File: src/design/dvre_pkg.sv
`timescale 1ns / 1ps
`default_nettype none
package dvre_pkg;
  localparam int NODES = 8;
  localparam int IDW = 4;
  localparam int NW = $clog2(NODES);
  localparam int CW = 16;
  localparam logic [CW-1:0] INF_COST = 16'hFFFF;
  localparam logic [2:0] DEAD_COUNT = 3'd4;
  localparam logic [2:0] COUNT_MAX = 3'd7;
  localparam int VDEPTH = NODES * NODES;
  localparam int VAW = $clog2(VDEPTH);

  localparam logic [1:0] OP_ENTRY = 2'd0;
  localparam logic [1:0] OP_COST = 2'd1;
  localparam logic [1:0] OP_DISABLE = 2'd2;
  localparam logic [1:0] OP_TICK = 2'd3;

  localparam logic CFG_SELF_ID = 1'b0;
  localparam logic CFG_MASK = 1'b1;

  typedef struct packed {
    logic [1:0] operation;
    logic [IDW-1:0] node_id;
    logic [IDW-1:0] dest_id;
    logic [CW-1:0] cost;
    logic last;
  } in_item_t;

  typedef struct packed {
    logic status;
    logic [IDW-1:0] dest_id_res;
    logic [CW-1:0] route_cost;
    logic [IDW-1:0] next_hop;
    logic last_res;
  } out_item_t;

  // controller to datapath
  typedef struct packed {
    logic load_item;      // capture the input beat
    logic apply_item;     // update state for op 0/1/2 if valid
    logic tick_step;      // age neighbour at sweep index
    logic clr_best;       // start a new destination
    logic eval;           // compare one neighbour
    logic emit;           // load output register from current destination
    logic emit_status;    // load output register with status-only result
    logic [NW-1:0] q;     // neighbour index
    logic [NW-1:0] d;     // destination index
  } dp_cmd_t;

  typedef struct packed {
    logic item_ok;        // target active and, for an entry, dest in range
    logic [1:0] operation;
    logic last;
  } dp_stat_t;
endpackage
`default_nettype wire

File: src/design/dvre_ctrl.sv
`timescale 1ns / 1ps
`default_nettype none
module dvre_ctrl (
  input  wire logic clk,
  input  wire logic rst,
  input  wire logic in_valid,
  output logic in_stall,
  input  wire logic out_full,
  input  wire logic out_take,
  input  wire dvre_pkg::dp_stat_t stat,
  output dvre_pkg::dp_cmd_t cmd
);
  localparam logic [2:0] S_IDLE = 3'd0;
  localparam logic [2:0] S_DECIDE = 3'd1;
  localparam logic [2:0] S_TICK = 3'd2;
  localparam logic [2:0] S_EVAL = 3'd3;
  localparam logic [2:0] S_LAT = 3'd4;
  localparam logic [2:0] S_EMIT = 3'd5;
  localparam logic [2:0] S_STATUS = 3'd6;

  logic [2:0] state, state_next;
  logic [dvre_pkg::NW-1:0] q, q_next, d, d_next;
  logic room;

  assign room = !out_full || out_take;
  assign in_stall = (state != S_IDLE);

  always_comb begin
    state_next = state;
    q_next = q;
    d_next = d;
    cmd = '0;
    cmd.q = q;
    cmd.d = d;
    case (state)
      S_IDLE: begin
        if (in_valid) begin
          cmd.load_item = 1'b1;
          state_next = S_DECIDE;
        end
      end
      S_DECIDE: begin
        q_next = '0;
        d_next = '0;
        if (stat.operation == dvre_pkg::OP_TICK) begin
          state_next = S_TICK;
        end else begin
          cmd.apply_item = 1'b1;
          if (stat.item_ok && (stat.operation == dvre_pkg::OP_COST ||
              (stat.operation == dvre_pkg::OP_ENTRY && stat.last)))
            state_next = S_LAT;
          else
            state_next = S_STATUS;
        end
      end
      S_TICK: begin
        cmd.tick_step = 1'b1;
        q_next = q + 1'b1;
        if (q == dvre_pkg::NW'(dvre_pkg::NODES - 1)) begin
          q_next = '0;
          state_next = S_LAT;
        end
      end
      S_LAT: begin
        // issue the vector memory read of (q,d); the read data is registered
        cmd.clr_best = 1'b1;
        state_next = S_EVAL;
        q_next = q + 1'b1;
      end
      S_EVAL: begin
        // compare the neighbour read last cycle while reading the next one
        cmd.eval = 1'b1;
        if (q == '0) begin
          state_next = S_EMIT;
        end else begin
          q_next = q + 1'b1;
        end
      end
      S_EMIT: begin
        if (room) begin
          cmd.emit = 1'b1;
          q_next = '0;
          if (d == dvre_pkg::NW'(dvre_pkg::NODES - 1)) begin
            d_next = '0;
            state_next = S_IDLE;
          end else begin
            d_next = d + 1'b1;
            state_next = S_LAT;
          end
        end
      end
      S_STATUS: begin
        if (room) begin
          cmd.emit_status = 1'b1;
          state_next = S_IDLE;
        end
      end
      default: state_next = S_IDLE;
    endcase
  end

  always_ff @(posedge clk) begin
    if (rst) begin
      state <= S_IDLE;
      q <= '0;
      d <= '0;
    end else begin
      state <= state_next;
      q <= q_next;
      d <= d_next;
    end
  end

  a_one_emit: assert property (@(posedge clk) disable iff (rst)
    !(cmd.emit && cmd.emit_status)) else $error("double emit");
  a_emit_room: assert property (@(posedge clk) disable iff (rst)
    (cmd.emit || cmd.emit_status) |-> room) else $error("emit without room");
  a_load_idle: assert property (@(posedge clk) disable iff (rst)
    cmd.load_item |=> state == S_DECIDE) else $error("load not followed by decide");
endmodule
`default_nettype wire

File: src/design/dvre_datapath.sv
`timescale 1ns / 1ps
`default_nettype none
module dvre_datapath (
  input  wire logic clk,
  input  wire logic rst,
  input  wire logic cfg_we,
  input  wire logic cfg_index,
  input  wire logic [7:0] cfg_data,
  input  wire dvre_pkg::in_item_t in_item,
  input  wire dvre_pkg::dp_cmd_t cmd,
  output dvre_pkg::dp_stat_t stat,
  input  wire logic out_take,
  output logic out_full,
  output dvre_pkg::out_item_t out_item
);
  localparam int NODES = dvre_pkg::NODES;
  localparam int NW = dvre_pkg::NW;
  localparam int CW = dvre_pkg::CW;

  logic [3:0] self_id;
  logic [NODES-1:0] mask;
  logic [CW-1:0] link_cost [NODES];
  logic [NODES-1:0] disabled;
  logic [2:0] alive [NODES];
  logic [CW-1:0] vmem [dvre_pkg::VDEPTH];
  logic [NODES-1:0] vwritten [NODES];
  logic [CW-1:0] vrd;
  logic vrd_ok;
  logic [NW-1:0] vrd_q, vrd_d;
  dvre_pkg::in_item_t item;
  logic item_ok_q;
  logic [CW-1:0] best;
  logic [3:0] hop;
  logic [NODES-1:0] active;
  logic node_ok, dest_ok;
  logic [NW-1:0] nidx, didx;
  logic [CW:0] sum;
  logic [CW-1:0] rep, sat;

  always_comb begin
    for (int i = 0; i < NODES; i++)
      active[i] = mask[i] && !disabled[i] && (self_id != 4'(i + 1)) && (i < 8);
  end

  assign nidx = NW'(item.node_id - 4'd1);
  assign didx = NW'(item.dest_id - 4'd1);
  assign node_ok = item.node_id >= 4'd1 && {1'b0, item.node_id} <= 5'(NODES)
                   && active[nidx];
  assign dest_ok = item.dest_id >= 4'd1 && {1'b0, item.dest_id} <= 5'(NODES);
  assign stat.operation = item.operation;
  assign stat.last = item.last;
  assign stat.item_ok = node_ok &&
                        (item.operation != dvre_pkg::OP_ENTRY || dest_ok);

  always_ff @(posedge clk) begin
    if (cmd.load_item) item <= in_item;
  end

  // verdict kept from before the update, a disable clears its own target
  always_ff @(posedge clk) begin
    if (cmd.apply_item) item_ok_q <= stat.item_ok;
  end

  always_ff @(posedge clk) begin
    if (rst) begin
      self_id <= 4'd1;
      mask <= '0;
    end else if (cfg_we) begin
      if (cfg_index == dvre_pkg::CFG_SELF_ID) self_id <= cfg_data[3:0];
      else mask <= NODES'(cfg_data);
    end
  end

  // vector memory: written entries tracked per row, otherwise diagonal default
  always_ff @(posedge clk) begin
    if (cmd.apply_item && stat.item_ok && item.operation == dvre_pkg::OP_ENTRY)
      vmem[{nidx, didx}] <= item.cost;
    vrd <= vmem[{cmd.q, cmd.d}];
    vrd_q <= cmd.q;
    vrd_d <= cmd.d;
    vrd_ok <= vwritten[cmd.q][cmd.d];
  end

  always_ff @(posedge clk) begin
    if (rst) begin
      for (int i = 0; i < NODES; i++) begin
        link_cost[i] <= dvre_pkg::INF_COST;
        alive[i] <= '0;
        vwritten[i] <= '0;
      end
      disabled <= '0;
    end else begin
      if (cmd.apply_item && stat.item_ok) begin
        case (item.operation)
          dvre_pkg::OP_ENTRY: begin
            vwritten[nidx][didx] <= 1'b1;
            alive[nidx] <= '0;
          end
          dvre_pkg::OP_COST: link_cost[nidx] <= item.cost;
          dvre_pkg::OP_DISABLE: disabled[nidx] <= 1'b1;
          default: ;
        endcase
      end
      if (cmd.tick_step && active[cmd.q]) begin
        if (alive[cmd.q] < dvre_pkg::COUNT_MAX) alive[cmd.q] <= alive[cmd.q] + 3'd1;
        if (alive[cmd.q] == dvre_pkg::DEAD_COUNT - 3'd1)
          link_cost[cmd.q] <= dvre_pkg::INF_COST;
      end
    end
  end

  // one adder and one compare per cycle
  assign rep = vrd_ok ? vrd : ((vrd_q == vrd_d) ? '0 : dvre_pkg::INF_COST);
  assign sum = {1'b0, link_cost[vrd_q]} + {1'b0, rep};
  assign sat = sum[CW] ? dvre_pkg::INF_COST : sum[CW-1:0];

  always_ff @(posedge clk) begin
    if (cmd.clr_best) begin
      best <= dvre_pkg::INF_COST;
      hop <= '0;
    end else if (cmd.eval && active[vrd_q] && sat < best) begin
      best <= sat;
      hop <= 4'(vrd_q) + 4'd1;
    end
  end

  // output register
  always_ff @(posedge clk) begin
    if (rst) out_full <= 1'b0;
    else if (cmd.emit || cmd.emit_status) out_full <= 1'b1;
    else if (out_take) out_full <= 1'b0;
  end

  always_ff @(posedge clk) begin
    if (cmd.emit) begin
      out_item.status <= 1'b0;
      out_item.dest_id_res <= 4'(cmd.d) + 4'd1;
      out_item.route_cost <= (self_id == 4'(cmd.d) + 4'd1) ? '0 : best;
      out_item.next_hop <= (self_id == 4'(cmd.d) + 4'd1) ? '0 : hop;
      out_item.last_res <= (cmd.d == NW'(NODES - 1));
    end else if (cmd.emit_status) begin
      out_item.status <= !item_ok_q;
      out_item.dest_id_res <= '0;
      out_item.route_cost <= '0;
      out_item.next_hop <= '0;
      out_item.last_res <= 1'b1;
    end
  end

  a_hop_range: assert property (@(posedge clk) disable iff (rst)
    out_full |-> out_item.next_hop <= 4'(NODES)) else $error("hop out of range");
  a_inf_nohop: assert property (@(posedge clk) disable iff (rst)
    (out_full && !out_item.status && out_item.route_cost == dvre_pkg::INF_COST)
    |-> out_item.next_hop == '0) else $error("hop on unreachable route");
  a_hold: assert property (@(posedge clk) disable iff (rst)
    (out_full && !out_take) |=> out_full) else $error("result dropped");
endmodule
`default_nettype wire

File: src/design/distance_vector_route_engine_top.sv
`timescale 1ns / 1ps
`default_nettype none
// channel | direction | handshake           | payload
// in      | into      | in_valid / in_stall   | in_data (in_item_t)
// out     | out of    | out_valid / out_stall | out_data (out_item_t)
// cfg     | into      | cfg_we                | cfg_index, cfg_data
// status-only items emit one status beat; recompute items run, for each destination,
// a memory read, a compare per neighbour and an emit, after a tick's ageing sweep
// the recompute loop is set by one adder and comparator reading the vector memory
// rst is synchronous; the vector memory keeps per-entry written bits, no clear pass
// out_stall holds the result register and pauses the walk; one item at a time
module distance_vector_route_engine_top (
  input  wire logic clk,
  input  wire logic rst,
  input  wire logic cfg_we,
  input  wire logic cfg_index,
  input  wire logic [7:0] cfg_data,
  input  wire logic in_valid,
  output logic in_stall,
  input  wire dvre_pkg::in_item_t in_data,
  output logic out_valid,
  input  wire logic out_stall,
  output dvre_pkg::out_item_t out_data
);
  dvre_pkg::dp_cmd_t cmd;
  dvre_pkg::dp_stat_t stat;
  logic out_full;

  // result beat leaves when not stalled
  assign out_valid = out_full;

  dvre_ctrl u_ctrl (
    .clk(clk), .rst(rst), .in_valid(in_valid), .in_stall(in_stall),
    .out_full(out_full), .out_take(!out_stall), .stat(stat), .cmd(cmd)
  );

  dvre_datapath u_dp (
    .clk(clk), .rst(rst), .cfg_we(cfg_we), .cfg_index(cfg_index),
    .cfg_data(cfg_data), .in_item(in_data), .cmd(cmd), .stat(stat),
    .out_take(!out_stall), .out_full(out_full), .out_item(out_data)
  );
endmodule
`default_nettype wire

File: config.mk
export PLATFORM = sky130hd
export DESIGN_NAME = distance_vector_route_engine_top
export DESIGN_NICKNAME = d
export VERILOG_FILES = /design/src/design/dvre_pkg.sv /design/src/design/dvre_ctrl.sv /design/src/design/dvre_datapath.sv /design/src/design/distance_vector_route_engine_top.sv
export SDC_FILE = /design/constraint.sdc
export NUM_CORES = 2
export LEC_CHECK = 0
export BUFFER_PORTS_ARGS = -buffer_cell sky130_fd_sc_hd__buf_4
export CAP_MARGIN = 20
export CORE_AREA = 2 2 215 429
export DETAILED_ROUTE_END_ITERATION = 8
export DIE_AREA = 0 0 217 431
export PLACE_DENSITY = 0.78
export RECOVER_POWER = 25
export SYNTH_ARGS = -nofsm -noshare
export SYNTH_HDL_FRONTEND = slang
export SYNTH_SLANG_ARGS = --single-unit
File: constraint.sdc
create_clock -name clk -period 6.85 [get_ports clk]
set_clock_uncertainty 0.2 [all_clocks]
set_input_delay 1.37 -clock clk [delete_from_list [all_inputs] [get_ports clk]]
set_output_delay 1.37 -clock clk [all_outputs]
set_load 0.005 [all_outputs]
==> flow_metrics.env <==
export IMPL_first_iter_violations=3113
export IMPL_switching_share=0.298
export IMPL_min_period_ps=6060
export IMPL_wl_per_cell_um=30.2
export IMPL_crit_family="compound AO/OA/AOI/OAI gates"
export IMPL_hold_path_class="register to register"
export IMPL_die_w_um=217
export IMPL_yosys_area_top_type="edfxtp_1"
export IMPL_muxShareOfSynthArea=0.139
export IMPL_synth_edff_count=1229
export IMPL_hold_depth=1
export IMPL_fp_dieH_um=431
export IMPL_slew_headroom=-1.50
export IMPL_start_util=0.616
export IMPL_synth_compound_area_frac=0.0613
export IMPL_vias=30900
export IMPL_p_leak_nw=18.6
export IMPL_layout_drive_gt1_share=0.184
export IMPL_placedInstanceArea_um2=57700
export IMPL_r2r_cells=17
export IMPL_layout_common_cells="1229 x edfxtp_1, 281 x mux2i_1, 206 x mux4_2"
export IMPL_maxCapViolCount=13
export IMPL_grt_ovfl_total=0
export IMPL_final_core_util=0.683
export IMPL_regToRegSetupSlack_ps=790
export IMPL_postCtsSetupRepairBufs=0
export IMPL_cp_required_ps=7260
export IMPL_synth_top_family_by_area="multiplexers"
export IMPL_clk_pin_slew_worst_paths_ps=70
export IMPL_fin_crit_sh=0.884
export IMPL_synth_area_per_cell_um2=17.1
export IMPL_grt_max_degree=84
export IMPL_synth_adder_area_share=0.0100
export IMPL_cts_sinks=1370
export IMPL_n_fill_cell=5672
export IMPL_nNetsFinal=3428
export IMPL_fmax_mhz=165
export IMPL_tightest_slew_ps=3750
export IMPL_dp_hpwl_um=90100
export IMPL_drcViolationCount=0
export IMPL_critPathLaunchType="register"
export IMPL_cp_depth=17
export IMPL_cp_max_fo=16
export IMPL_rr_startpoint="u_dp.vrd_q[0]"
export IMPL_seqPwrFrac=0.459
export IMPL_crit_chain="buf_4 > mux4_2 > mux2_2 > fa_1 > a21oi_1 > o211ai_1 > a21o_1 > a41oi_1 > xor2_1 > nand2_1 > ha_1 > nand4_1 > or2_2 > or4_1 > o2111a_1 > buf_8 > a211oi_1"
export IMPL_irDropWorstVdd_v=0.000317
export IMPL_wl_um=139000
export IMPL_ys_warn_count=0
export IMPL_seq_area_frac_synth=0.715
export IMPL_setup_tns_final_ps=0
export IMPL_slew_violations=719
export IMPL_cp_arrival_ps=6470
export IMPL_root_buffer="clkbuf_16"
export IMPL_r2r_end="u_dp.hop[2]"
export IMPL_failed_checks="capacitance limit, slew limit"
export IMPL_combPwrFrac=0.229
export IMPL_clkPwrFrac=0.313
export IMPL_rsz0062_at_grt="no"
export IMPL_row_count=156
export IMPL_yosys_top_cells_area="edfxtp_1 66%, mux4_2 8.4%, dfxtp_1 5.1%, mux2i_1 5.1%, o221ai_1 2.0%"
export IMPL_first_pass_iters=6
export IMPL_grt_pass1_wl_um=203000
export IMPL_setup_viol=0
export IMPL_internal_power_mw=15.2
export IMPL_numCtsBuffers=107
export IMPL_grt_pass1_vias=31900
export IMPL_synth_top_area_frac=0.664
export IMPL_worstSetupStartpoint="u_dp.vrd_q[0]"
export IMPL_syn_nets=3325
export IMPL_yosys_area_share_simple=0.0528
export IMPL_finalInstanceArea_um2=61600
export IMPL_path_class="register to register"
export IMPL_wl_met3_um=9070
export IMPL_worst_setup_path_end_kind="register"
export IMPL_p_per_area_nw_per_um2=352
export IMPL_cts_hold_buffers=0
export IMPL_status="finished with violations"
export IMPL_gp_congestion=0.942
export IMPL_cts_tree="done"
export IMPL_design_core_area_um2=90200
export IMPL_viasPerCell=6.68
export IMPL_hold_viol=0
export IMPL_netlist_instances=3240
export IMPL_wl_met2_um=75800
export IMPL_synth_ff_type="edfxtp_1"
export IMPL_top_layer="met4"
export IMPL_htreeDepth=3
export IMPL_die_area_um2=93500
export IMPL_netlist_area_um2=55500
export IMPL_synth_xor_area_frac=0.00376
export IMPL_final_common_cell="edfxtp_1"
export IMPL_cts_resized=0
export IMPL_gr_usage_all_layers=0.300
export IMPL_cp_slowest_cell="mux4_2"
export IMPL_antenna_found_initial=2
export IMPL_clk_latency_ps=730
export IMPL_synthArstFlopShare=0
export IMPL_endpoint="u_dp.hop[2]"
export IMPL_power_mw=21.7
export IMPL_crit_buf_inv=2
export IMPL_synth_cell_type_count=72
export IMPL_syn2layout_area_growth_pct=10.9
export IMPL_max_stage_delay_ps=600
export IMPL_synth_seq_cells=1370
export IMPL_port_buffers=68
export IMPL_postRouteAntennaNets=0
export IMPL_drt_met1_wl_um=44000
export IMPL_p_sw_mw=6.46
export IMPL_cts_buffer_depth=3
export IMPL_num_io_pins=69
==> sequential cells by signal (all words and copies together) (netlist names), named ones only <==
register        cells
u_dp.vmem        1024
u_dp.link_cost    128
u_dp.vwritten      64
u_dp.out_item      26
u_dp.alive         24
u_dp.item          24
u_dp.best          16
u_dp.vrd           16
u_dp.disabled       8
u_dp.mask           8
u_dp.hop            4
u_dp.self_id        4
u_ctrl.d            3
u_ctrl.q            3
u_ctrl.state        3
u_dp.stat           3
u_dp.vrd_d          3
u_dp.vrd_q          3
u_dp.item_ok_q      1
u_dp.out_full       1
u_dp.vrd_ok         1
==> final cells by class <==
type	instances	area, um2	share of cell area
Antenna cell	2	5.00	0.0000813
Timing Repair Buffer	180	1390	0.0225
Clock buffer	128	3000	0.0487
Sequential cell	1370	39700	0.645
Clock inverter	74	916	0.0149
Tap cell	1185	1480	0.0241
Multi-Input combinational cell	1629	14900	0.241
Inverter	55	206	0.00335
==> cells by family (layout without fill, tap and decap cells) <==
group | after synthesis | in the layout
buffers and inverters | 241 | 437
flip-flops | 1370 | 1370
AO/OA/AOI/OAI | 474 | 474
other | 0 | 2
adder cells (fa/ha/maj) | 44 | 44
multiplexers | 509 | 509
XOR/XNOR | 23 | 23
AND/OR/NAND/NOR | 579 | 579
==> worst min path at each step <==
| stage | from | end |
|---|---|---|
| after floorplan | u_ctrl.d[2] | u_dp.vrd_d[2] |
| after global placement | u_dp.vwritten[2][7] | u_dp.vwritten[2][7] |
| after detailed placement | u_dp.vwritten[7][4] | u_dp.vwritten[7][4] |
| after CTS | u_dp.vwritten[7][4] | u_dp.vwritten[7][4] |
| after global routing | u_dp.vwritten[4][6] | u_dp.vwritten[4][6] |
| final | u_dp.vwritten[5][3] | u_dp.vwritten[5][3] |
==> per-layer routing <==
layer | track usage | vias to the layer above
met5 | 0 | -
met4 | 0.202 | 0
met3 | 0.0465 | 426
met2 | 0.551 | 1552
met1 | 0.313 | 15800
li1 | - | 13100
==> cells in the mapped netlist, drive strengths merged (22+ instances only) <==
master / number
a21oi: 123
buf: 77
nand3: 22
nor2: 162
o2bb2ai: 64
o22ai: 65
mux4: 206
nand2b: 112
ha: 43
clkbuf: 109
and2: 25
inv: 53
edfxtp: 1229
dfxtp: 141
o221ai: 128
nand2: 152
mux2i: 282
or2: 35
==> per-stage QoR <==
stage / setup slack [ps] / std cells / hold WS, ps
after detailed placement: 521 / 4416 / 241
final: 795 / 4623 / 262
after global routing: 494 / 4623 / 275
after CTS: 500 / 4618 / 260
after floorplan: 557 / 3240 / 153
after global placement: 595 / 4416 / 237
==> power groups by stage <==
stage	registers [mW]	clock network [mW]	logic (mW)
after floorplan	10.1	0	3.04
after global placement	10.1	0	4.84
after detailed placement	10.1	0	4.92
after CTS	9.89	6.84	4.95
after global routing	9.96	7.12	5.35
final	9.94	6.78	4.96
==> worst register-to-register path: stages (launching register included) <==
cell	delay (ps)
dfxtp_2	410
buf_4	260
mux4_2	600
mux2_2	320
fa_1	410
a21oi_1	200
o211ai_1	250
a21o_1	330
a41oi_1	280
xor2_1	220
nand2_1	80
ha_1	300
nand4_1	210
or2_2	370
or4_1	520
o2111a_1	430
buf_8	250
a211oi_1	300
Power figures use the tool's default switching activity.
